--- src/hdl/ct_pkg.sv ---
// types and constants shared by the connection table engine
package ct_pkg;

  localparam int SLOTS = 8;
  localparam int SW    = $clog2(SLOTS);
  localparam int CMPW  = SW + 3;

  localparam logic [5:0] LIMIT_RESET = 6'd24;

  typedef enum logic [1:0] {
    OP_ALLOC  = 2'd0,
    OP_LOOKUP = 2'd1,
    OP_DPORT  = 2'd2,
    OP_CLOSE  = 2'd3
  } op_e;

  typedef enum logic [1:0] {
    ST_OK       = 2'd0,
    ST_FULL     = 2'd1,
    ST_NOTFOUND = 2'd2,
    ST_CLOSED   = 2'd3
  } status_e;

  // request travelling down the row of slot cells
  typedef struct packed {
    logic          valid;
    op_e           op;
    logic          ctype;
    logic [5:0]    dport;
    logic [5:0]    sport;
    logic [13:0]   node;
    logic [2:0]    idx;
    logic [SW-1:0] last;
    logic          found;
    logic [SW-1:0] hit_idx;
    logic [5:0]    hit_port;
    logic          any_ok;
    logic [SW-1:0] any_idx;
    logic          aft_ok;
    logic [SW-1:0] aft_idx;
  } tok_t;

  // state update broadcast to the cells at the end of a pass
  typedef struct packed {
    logic          alloc;
    logic          close;
    logic [SW-1:0] idx;
    logic          server;
    logic [5:0]    dport;
    logic [5:0]    sport;
    logic [13:0]   node;
  } commit_t;

endpackage

--- src/hdl/ct_cell.sv ---
// one connection slot: holds its entry and checks the passing request
module ct_cell import ct_pkg::*; (
  input  logic          clk_i,
  input  logic          rst_ni,
  input  logic [SW-1:0] cell_idx_i,
  input  tok_t          tok_i,
  input  commit_t       commit_i,
  output tok_t          tok_o
);

  logic        open_q, open_d;
  logic        server_q;
  logic [5:0]  dport_q;
  logic [5:0]  sport_q;
  logic [13:0] node_q;
  logic        tok_valid_q;
  tok_t        tok_d, tok_q;
  logic        mine;
  logic        match;

  assign mine = (commit_i.alloc || commit_i.close) && (commit_i.idx == cell_idx_i);

  always_comb begin
    open_d = open_q;
    if (mine) begin
      open_d = commit_i.alloc;
    end
  end

  always_comb begin
    match = 1'b0;
    if (open_q && (dport_q == tok_i.dport)) begin
      if (tok_i.op == OP_DPORT) begin
        match = !server_q;
      end else begin
        match = !server_q || ((sport_q == tok_i.sport) && (node_q == tok_i.node));
      end
    end
  end

  always_comb begin
    tok_d = tok_i;
    unique case (tok_i.op)
      OP_ALLOC: begin
        if (!open_q) begin
          if (!tok_i.any_ok) begin
            tok_d.any_ok  = 1'b1;
            tok_d.any_idx = cell_idx_i;
          end
          if (!tok_i.aft_ok && (cell_idx_i > tok_i.last)) begin
            tok_d.aft_ok  = 1'b1;
            tok_d.aft_idx = cell_idx_i;
          end
        end
      end
      OP_LOOKUP, OP_DPORT: begin
        if (!tok_i.found && match) begin
          tok_d.found    = 1'b1;
          tok_d.hit_idx  = cell_idx_i;
          tok_d.hit_port = dport_q;
        end
      end
      OP_CLOSE: begin
        if (CMPW'(tok_i.idx) == CMPW'(cell_idx_i)) begin
          tok_d.found    = open_q;
          tok_d.hit_idx  = cell_idx_i;
          tok_d.hit_port = dport_q;
        end
      end
      default: begin
        tok_d = tok_i;
      end
    endcase
  end

  always_ff @(posedge clk_i or negedge rst_ni) begin
    if (!rst_ni) begin
      open_q      <= 1'b0;
      tok_valid_q <= 1'b0;
    end else begin
      open_q      <= open_d;
      tok_valid_q <= tok_i.valid;
    end
  end

  always_ff @(posedge clk_i) begin
    tok_q <= tok_d;
    if (mine && commit_i.alloc) begin
      server_q <= commit_i.server;
      dport_q  <= commit_i.dport;
      sport_q  <= commit_i.sport;
      node_q   <= commit_i.node;
    end
  end

  always_comb begin
    tok_o       = tok_q;
    tok_o.valid = tok_valid_q;
  end

endmodule

--- src/hdl/connection_table_engine_top.sv ---
// connection table engine: a request walks the row of slot cells, one cell a cycle
// the request is registered at the input, in every slot cell and again at the result
// a new start is not taken while busy, that is until the request has left the last cell
// reset: every slot closed, round robin pointer at slot 0, port limit 24
// the result strobe lasts one cycle and the receiver cannot stall it
module connection_table_engine_top import ct_pkg::*; (
  input  logic        clk_i,
  input  logic        rst_ni,
  input  logic        start,
  output logic        busy,
  input  logic [1:0]  opcode_i,
  input  logic        conn_type_i,
  input  logic [5:0]  dest_port_i,
  input  logic [5:0]  source_port_i,
  input  logic [13:0] source_node_i,
  input  logic [2:0]  slot_index_i,
  output logic        done_o,
  output logic [1:0]  status_o,
  output logic [2:0]  slot_o,
  output logic [5:0]  local_port_o,
  input  logic        cfg_valid_i,
  output logic        cfg_ready_o,
  input  logic [5:0]  cfg_data_i
);

  tok_t          tok_w [SLOTS+1];
  tok_t          tok0_q, tok0_d;
  logic          tok0_valid_q;
  logic          busy_q, busy_d;
  logic [5:0]    limit_q;
  logic [SW-1:0] last_q, last_d;
  logic          accept;
  tok_t          fin;
  commit_t       commit;
  logic          done_q;
  status_e       status_q, status_d;
  logic [SW-1:0] slot_q, slot_d;
  logic [5:0]    port_q, port_d;
  logic [SW-1:0] sel;
  logic          idx_ok;

  assign accept      = start && !busy_q;
  assign busy        = busy_q;
  assign cfg_ready_o = !busy_q;

  always_comb begin
    tok_w[0]       = tok0_q;
    tok_w[0].valid = tok0_valid_q;
  end

  for (genvar k = 0; k < SLOTS; k++) begin : g_cell
    ct_cell u_cell (
      .clk_i     (clk_i),
      .rst_ni    (rst_ni),
      .cell_idx_i(SW'(k)),
      .tok_i     (tok_w[k]),
      .commit_i  (commit),
      .tok_o     (tok_w[k+1])
    );
  end

  assign fin    = tok_w[SLOTS];
  assign idx_ok = CMPW'(fin.idx) < CMPW'(SLOTS);
  assign sel    = fin.aft_ok ? fin.aft_idx : fin.any_idx;

  always_comb begin
    status_d = ST_NOTFOUND;
    slot_d   = '0;
    port_d   = '0;
    last_d   = last_q;
    commit   = '0;
    if (fin.valid) begin
      unique case (fin.op)
        OP_ALLOC: begin
          if (fin.any_ok) begin
            status_d      = ST_OK;
            slot_d        = sel;
            port_d        = fin.ctype ? fin.dport : 6'(limit_q + 6'd1 + 6'(sel));
            last_d        = sel;
            commit.alloc  = 1'b1;
            commit.idx    = sel;
            commit.server = fin.ctype;
            commit.dport  = port_d;
            commit.sport  = fin.sport;
            commit.node   = fin.node;
          end else begin
            status_d = ST_FULL;
          end
        end
        OP_LOOKUP, OP_DPORT: begin
          if (fin.found) begin
            status_d = ST_OK;
            slot_d   = fin.hit_idx;
            port_d   = fin.hit_port;
          end
        end
        OP_CLOSE: begin
          if (idx_ok) begin
            slot_d = fin.hit_idx;
            if (fin.found) begin
              status_d     = ST_OK;
              port_d       = fin.hit_port;
              commit.close = 1'b1;
              commit.idx   = fin.hit_idx;
            end else begin
              status_d = ST_CLOSED;
            end
          end
        end
        default: begin
          status_d = ST_NOTFOUND;
        end
      endcase
    end
  end

  always_comb begin
    busy_d = busy_q;
    if (accept) begin
      busy_d = 1'b1;
    end else if (fin.valid) begin
      busy_d = 1'b0;
    end
  end

  always_comb begin
    tok0_d       = '0;
    tok0_d.op    = op_e'(opcode_i);
    tok0_d.ctype = conn_type_i;
    tok0_d.dport = dest_port_i;
    tok0_d.sport = source_port_i;
    tok0_d.node  = source_node_i;
    tok0_d.idx   = slot_index_i;
    tok0_d.last  = last_q;
  end

  always_ff @(posedge clk_i or negedge rst_ni) begin
    if (!rst_ni) begin
      busy_q       <= 1'b0;
      tok0_valid_q <= 1'b0;
      done_q       <= 1'b0;
      last_q       <= '0;
      limit_q      <= LIMIT_RESET;
    end else begin
      busy_q       <= busy_d;
      tok0_valid_q <= accept;
      done_q       <= fin.valid;
      last_q       <= last_d;
      if (cfg_valid_i && cfg_ready_o) begin
        limit_q <= cfg_data_i;
      end
    end
  end

  always_ff @(posedge clk_i) begin
    if (accept) begin
      tok0_q <= tok0_d;
    end
    if (fin.valid) begin
      status_q <= status_d;
      slot_q   <= slot_d;
      port_q   <= port_d;
    end
  end

  assign done_o       = done_q;
  assign status_o     = status_q;
  assign slot_o       = 3'(slot_q);
  assign local_port_o = port_q;

endmodule

--- config.mk ---
export PLATFORM = sky130hd
export DESIGN_NAME = connection_table_engine_top
export DESIGN_NICKNAME = d
export VERILOG_FILES = /design/src/hdl/ct_pkg.sv /design/src/hdl/ct_cell.sv /design/src/hdl/connection_table_engine_top.sv
export SDC_FILE = /design/constraint.sdc
export NUM_CORES = 1
export LEC_CHECK = 0
export BUFFER_PORTS_ARGS = -buffer_cell sky130_fd_sc_hd__buf_2
export CAP_MARGIN = 20
export CORE_ASPECT_RATIO = 0.6
export CORE_MARGIN = 2
export CORE_UTILIZATION = 55
export CTS_BUF_LIST = sky130_fd_sc_hd__clkbuf_4 sky130_fd_sc_hd__clkbuf_8 sky130_fd_sc_hd__clkbuf_16
export CTS_CLUSTER_SIZE = 30
export DETAILED_ROUTE_END_ITERATION = 16
export PLACE_DENSITY = 0.85
export SYNTH_ARGS = -nofsm -noshare
export SYNTH_HDL_FRONTEND = slang
export SYNTH_SLANG_ARGS = --single-unit
--- constraint.sdc ---
create_clock -name clk_i -period 3.3 [get_ports clk_i]
set_input_delay 0 -clock clk_i [delete_from_list [all_inputs] [get_ports clk_i]]
set_output_delay 0 -clock clk_i [all_outputs]
set_load 0.02 [all_outputs]
==> out/metrics.cfg, run 1 <==
[outcome]
status=finished clean

[global_routing]
grt_pass1_vias=13447
grt_max_degree=38
grt.total_usage=0.230
antenna_found_initial=1
grt_pass1_wl_mm=77.7
grt_overflow=0

[cts]
htree_num_levels=2
cts_root_buf=clkbuf_16
insertion_delay_ns=0.58
clk_path_buf_depth=3
cts_tree=done
cts_sinks=687
clkSlewWorstSetupHoldPaths_ns=0.07
cts_buffers=55

[final_layout]
area_growth_syn_to_layout_pct=14.5
final_nets=1928
final_cell_mix=dfxtp_1 (397), edfxtp_1 (262), xor2_1 (159)
design_area_um2=26800
layout_commonest_cell=dfxtp_1
drive_above_1_share=0.113
diodes=0

[synthesis]
synth_nets=1798
async_reset_ff_frac=0.0408
yosysUniqueCellTypes=70
ys_seq_elements=687
yosysSeqAreaShare=0.705
synth-edff-count=262
syn_area_um2=23400
synth_flop_cell=dfxtp_1
synth_cells=1718
post_synth.cell_area_avg_um2=13.6
synth_warnings=0

[critical_path]
path_buf_inv=2
ff2ff_path_depth=7
max_stage_delay_ns=0.51
crit_path_start_kind=flip-flop
cp_cell_sequence=mux2i_1 > inv_1 > a32oi_1 > o211ai_1 > or2_2 > nor2_2 > buf_4
cp_data_required_time_ns=3.55
critPathCaptureType=flip-flop
cp.arrival_ns=3.21
crit_fanout=27
crit_family=compound AO/OA/AOI/OAI gates
regToRegSetupSlack_ns=0.33
crit_type=flip-flop to flip-flop
r2r-start=g_cell[7].u_cell.tok_o[3]$_DFF_P_
slowest_stage=or2_2
regToRegEndpoint=g_cell[1].u_cell.node_q[9]$_DFFE_PP_

[timing]
rsz0062_at_grt=no
period_minus_slack_ns=2.97
max_freq_mhz=337
finalClockSkew_ns=0.0135
max_slew.worst_pin.slew_ns=0.954
setup_viol=0
max_slew_margin=0.358
finalMaxSlewViolations=0
hold_viol=0
post-route-period-util=0.899
hold_slack_ns=0.0189
setup_tns_ns=0

[placement]
gp_congestion=0.876
dp_hpwl_mm=35.5
place_area_um2=24400
io_buffer_count=55

[pwr]
power_density_nw_per_um2=733
power_leakage_nw=10.5
peakVddDrop_mv=0.535

[floorplan]
start_util=0.558
fp.coreArea_um2=41900
die_area_um2=44300
fp.dieW_um=270
io_pins=56
rows=58
die_h_um=164

[detailed_routing]
wl_per_cell_um=20.7
viasPerCell=5.55
drt_first_iter_violations=1688
final_antenna_net_count=0
drc=0
wirelength_mm=50.9
firstDrtPassIters=6
via_count=13668

[hold_path]
hold_class=input pin to async pin

[flow_run]
cap_violations=0

state kept, by name (all words and copies together), names as in the netlist:
signal and cells:
busy 1, g_cell.u_cell.tok_o 397, g_cell.u_cell.tok_valid_q 8, slot_o 3, tok0_valid_q 1, g_cell.u_cell.sport_q 48, local_port_o 6, g_cell.u_cell.dport_q 48
limit_q 6, done_o 1, last_q 3, tok0_q 35, status_o 2, g_cell.u_cell.node_q 112, g_cell.u_cell.open_q 8, g_cell.u_cell.server_q 8
cell families (layout without fill, tap and decap cells):
logic type               Yosys count  in the layout  share of synthesized area
AO/OA/AOI/OAI                    262            262                     0.0779
XOR/XNOR                         212            212                     0.0793
adder cells (fa/ha/maj)           38             38                     0.0206
buffers and inverters             86            261                     0.0145
flip-flops                       687            687                      0.705
multiplexers                      15             15                    0.00678
other                              1              1                   0.000160
AND/OR/NAND/NOR                  417            417                     0.0956
Yosys cell counts (4+ instances only):
library cell,count,area (um2)
a221o_1,8,80.1
o311ai_0,4,35.0
nor2_1,53,199
clkbuf_1,41,154
a22o_1,19,166
nand4_1,22,138
a211o_1,8,70.1
edfxtp_1,262,7870
ha_1,37,463
xnor2_1,53,464
nand3_1,21,105
mux2i_1,8,80.1
a311o_1,6,60.1
nor4_1,33,206
o211ai_1,19,143
nor2b_1,21,131
dfxtp_1,397,7950
a211oi_1,9,67.6
nand2b_1,47,294
or3_1,4,25.0
nand3b_1,7,52.6
nor3_1,13,65.1
xor2_1,159,1390
o21bai_1,4,30.0
o21ai_0,79,395
o21a_1,11,82.6
o22a_1,6,52.6
o31ai_1,9,67.6
mux2_2,7,78.8
nor3b_1,9,67.6
nand4b_1,14,123
and2_1,27,169
or2_2,19,119
a22oi_1,24,180
nand2_1,112,420
dfrtp_1,26,651
a21oi_1,24,120
a21o_1,10,75.1
inv_1,39,146
worst max-delay path by stage:
stage / start / end / cells after the start
finish: g_cell[7].u_cell.tok_o[3]$_DFF_P_ / g_cell[1].u_cell.node_q[9]$_DFFE_PP_ / 7
global route: g_cell[7].u_cell.tok_o[3]$_DFF_P_ / g_cell[1].u_cell.node_q[6]$_DFFE_PP_ / 7
CTS: g_cell[7].u_cell.tok_o[3]$_DFF_P_ / g_cell[4].u_cell.dport_q[4]$_DFFE_PP_ / 10
detailed placement: g_cell[7].u_cell.tok_o[3]$_DFF_P_ / g_cell[0].u_cell.dport_q[4]$_DFFE_PP_ / 10
global placement: g_cell[7].u_cell.tok_o[3]$_DFF_P_ / g_cell[0].u_cell.dport_q[4]$_DFFE_PP_ / 10
floorplan: g_cell[7].u_cell.tok_o[51]$_DFF_P_ / g_cell[1].u_cell.dport_q[0]$_DFFE_PP_ / 8
timing repair:
item,in CTS,in global routing
gates resized for setup,0,1
hold buffers,45,0
setup buffers,0,0
setup endpoints to repair,0,8
endpoints found under the hold margin,66,0
power breakdown:
part | internal [mW] | leakage, nW | switching [mW] | total, mW
clock | 4.10 | 0.988 | 2.94 | 7.04
sequential | 9.85 | 6.27 | 0.700 | 10.5
combinational | 0.886 | 3.21 | 1.18 | 2.07
area by class of cell:
cell class,instances,area (um2)
Tap cell,570,713
Timing Repair Buffer,120,876
Multi-Input combinational cell,945,6600
Clock buffer,78,1680
Sequential cell,687,16500
Fill cell,2986,15100
Inverter,39,146
Clock inverter,24,292
routing by layer:
| layer | vias to the layer above | GRT usage | wire, um |
|---|---|---|---|
| met3 | 94 | 0.0374 | 4250 |
| met2 | 623 | 0.334 | 21000 |
| li1 | 6339 | - | - |
| met4 | 0 | 0.0630 | 1180 |
| met1 | 6612 | 0.358 | 24500 |
| met5 | - | 0 | 0 |
metrics by stage:
| stage | cells | worst slack, ns | total power [mW] | utilization |
|---|---|---|---|---|
| floorplan | 1718 | 0.0713 | 11.8 | - |
| detailed placement | 2316 | 0.351 | 12.6 | 0.582 |
| finish | 2463 | 0.333 | 19.7 | 0.639 |
| global placement | 2316 | 0.476 | 12.5 | 0.582 |
| CTS | 2463 | 0.259 | 19.7 | 0.639 |
| global route | 2463 | 0.183 | 20.4 | 0.639 |
Power figures use the tool's default switching activity.
==> inputs of run 2 (changes only) <==
- ABC_CLOCK_PERIOD_IN_PS: not set -> 2400
- clock period: 3.3 -> 2.4 ns (I/O delays scaled with it)
==> out/metrics.cfg, run 2 (synthesized netlist as in run 1, its figures left out) <==
[outcome]
status=finished, violations left
failed_checks=negative hold slack, negative setup slack

[timing]
max_freq_mhz=416  ; +23%
setup_slack_ns=-0.00274  ; -0.336 ns
setup_tns_ns=-0.00274  ; -0.00274 ns
max_slew_margin=0.300  ; -0.0585
max_slew.worst_pin.slew_ns=1.04  ; +0.0870 ns
finalMaxSlewViolations=0  ; unchanged
hold_slack_ns=-0.00523  ; -0.0241 ns
post-route-period-util=1.00  ; +0.102
period_minus_slack_ns=2.40  ; -0.564 ns
hold_viol=1  ; +1
setup_viol=1  ; +1
finalClockSkew_ns=0.0214  ; +0.00795 ns

[pwr]
combPwrFrac=0.113  ; +0.008
peakVddDrop_mv=0.715  ; +34%
power_leakage_nw=10.7  ; +1.9%
power_density_nw_per_um2=988  ; +35%
netSwitchingFraction=0.255  ; +0.00960
internal_power_mw=20.1  ; +35%
switching_power_mw=6.87  ; +42%
clkPwrFrac=0.348  ; -0.010
seqPwrFrac=0.538  ; about the same

[final_layout]
final_nets=1959  ; +1.6%
design_area_um2=27300  ; +1.7%
stdcell_count=2497  ; +1.4%
drive_above_1_share=0.140  ; +0.0265
largest_register_ff_count=397  ; unchanged
final_cell_mix=dfxtp_1 (396), edfxtp_1 (262), xor2_1 (159)
diodes=0  ; unchanged
layout_commonest_cell=dfxtp_1
area_growth_syn_to_layout_pct=16.5
final_core_util=0.650  ; +0.0110

[floorplan]
fp.dieW_um=270  ; unchanged
start_util=0.558  ; unchanged
die_area_um2=44300  ; unchanged
rows=58  ; unchanged
fp.coreArea_um2=41900  ; unchanged
io_pins=56  ; unchanged
die_h_um=164  ; unchanged

[critical_path]
cp_data_required_time_ns=2.93  ; -0.62 ns
crit_fanout=6  ; -78%
crit_path_start_kind=flip-flop
cp.arrival_ns=2.93  ; -0.28 ns
max_stage_delay_ns=0.41  ; -0.10 ns
critPathCaptureType=flip-flop
crit_type=flip-flop to flip-flop
crit_top_cell=buf_4
cp_cell_sequence=xor2_1 > nor4_2 > buf_4 > nand4_1 > o41ai_2 > buf_4 > a31oi_1 > nor3b_1
regToRegSetupSlack_ns=-0.003  ; -0.34 ns
slowest_stage=edfxtp_1

[placement]
dp_hpwl_mm=36.7  ; +3.4%
gp_congestion=0.924  ; +5.5%
place_area_um2=24700  ; +1.3%
dp.cells=2340  ; +1.0%
io_buffer_count=55  ; unchanged

[cts]
cts_tree=done
clkSlewWorstSetupHoldPaths_ns=0.07  ; about the same
clk_path_buf_depth=3  ; unchanged
cts_sinks=687  ; unchanged
htree_num_levels=2  ; unchanged
cts_root_buf=clkbuf_16
insertion_delay_ns=0.62  ; +0.04 ns
cts_buffers=56  ; +1.8%

[detailed_routing]
drt_first_iter_violations=1614  ; -4.4%
wirelength_mm=52.1  ; +2.4%
wl_per_cell_um=20.9  ; +0.98%
drc=0  ; unchanged
final_antenna_net_count=0  ; unchanged
via_count=13913  ; +1.8%
viasPerCell=5.57  ; +0.41%
firstDrtPassIters=5  ; -1

[global_routing]
grt.total_usage=0.233  ; +0.00311
antenna_found_initial=2  ; +1
grt_max_degree=38  ; unchanged
grt_overflow=0  ; unchanged
grt_pass1_wl_mm=78.3  ; +0.77%
grt_pass1_vias=13166  ; -2.1%

[flow_run]
cap_violations=0  ; unchanged

[hold_path]
hold_class=input pin to flip-flop

[run 2: cell types whose count changed in the layout (fill, tap and decap cells not counted), moves of 6 or more]
| cell | change |
|---|---|
| buf_4 | +18 |
| bufinv_16 | -6 |
| clkinv_2 | +6 |
| buf_12 | +9 |
| nor2_4 | +8 |
| clkinv_1 | -6 |
[run 2: power by group through the flow]
stage	Clock [mW]	Sequential [mW]	Combinational, mW
after floorplan	0	14.4	1.88
after global placement	0	14.7	2.73
after detailed placement	0	14.7	2.80
after CTS	9.51	14.5	2.99
after global routing	9.96	14.6	3.35
final	9.38	14.5	3.06
[run 2: worst max-delay path, delay by kind of cell, from the launching register on]
kind | cells | cell delay (ns)
and+or+nand+nor | 3 | 0.80
AOI/OAI and AO/OA | 2 | 0.53
buffers and inverters | 2 | 0.36
xor gates and xnor gates | 1 | 0.20
DFF | 1 | 0.41
[run 2: worst paths after layout]
path / startpoint / to / cells after the start
min in group asynchronous: rst_ni / limit_q[3]$_DFFE_PN1P_ / 3
min reg2reg: g_cell[3].u_cell.tok_o[18]$_DFF_P_ / g_cell[4].u_cell.tok_o[18]$_DFF_P_ / 0
max: tok0_q[30]$_DFFE_PP_ / g_cell[0].u_cell.tok_o[10]$_DFF_P_ / 8
max reg2reg: tok0_q[30]$_DFFE_PP_ / g_cell[0].u_cell.tok_o[10]$_DFF_P_ / 8
max in group asynchronous: rst_ni / g_cell[7].u_cell.open_q$_DFFE_PN0N_ / 4
min: start / tok0_valid_q$_DFF_PN0_ / 3
[run 2: final cells by class]
type | instances | area [um2]
Clock buffer | 80 | 1720
Inverter | 39 | 146
Tap cell | 570 | 713
Fill cell | 2957 | 14700
Multi-Input combinational cell | 945 | 6710
Timing Repair Buffer | 150 | 1250
Sequential cell | 687 | 16500
Clock inverter | 26 | 230
[run 2: timing repair]
item                                   CTS  global route
setup endpoints to repair               32           156
gates resized for setup                  7            17
buffers inserted                         0             2
hold buffers                            47             0
pin swaps                                0             4
endpoints found under the hold margin   66             0
gates cloned                             0             2
[run 2: per-layer routing]
layer / part of all wire / GRT usage / wire length [um] / vias up
li1: - / - / - / 6410
met1: 0.49 / 0.377 / 25500 / 6719
met2: 0.39 / 0.317 / 20500 / 710
met3: 0.10 / 0.0532 / 5210 / 74
met4: 0.018 / 0.0472 / 922 / 0
met5: 0 / 0 / 0 / -
[run 2: through the flow]
stage | power (mW) | setup slack, ns
detailed placement | 17.5 | -0.241
CTS | 27.0 | 0.00803
global placement | 17.4 | -0.175
floorplan | 16.3 | -0.427
finish | 26.9 | -0.00274
global route | 27.9 | -0.0729
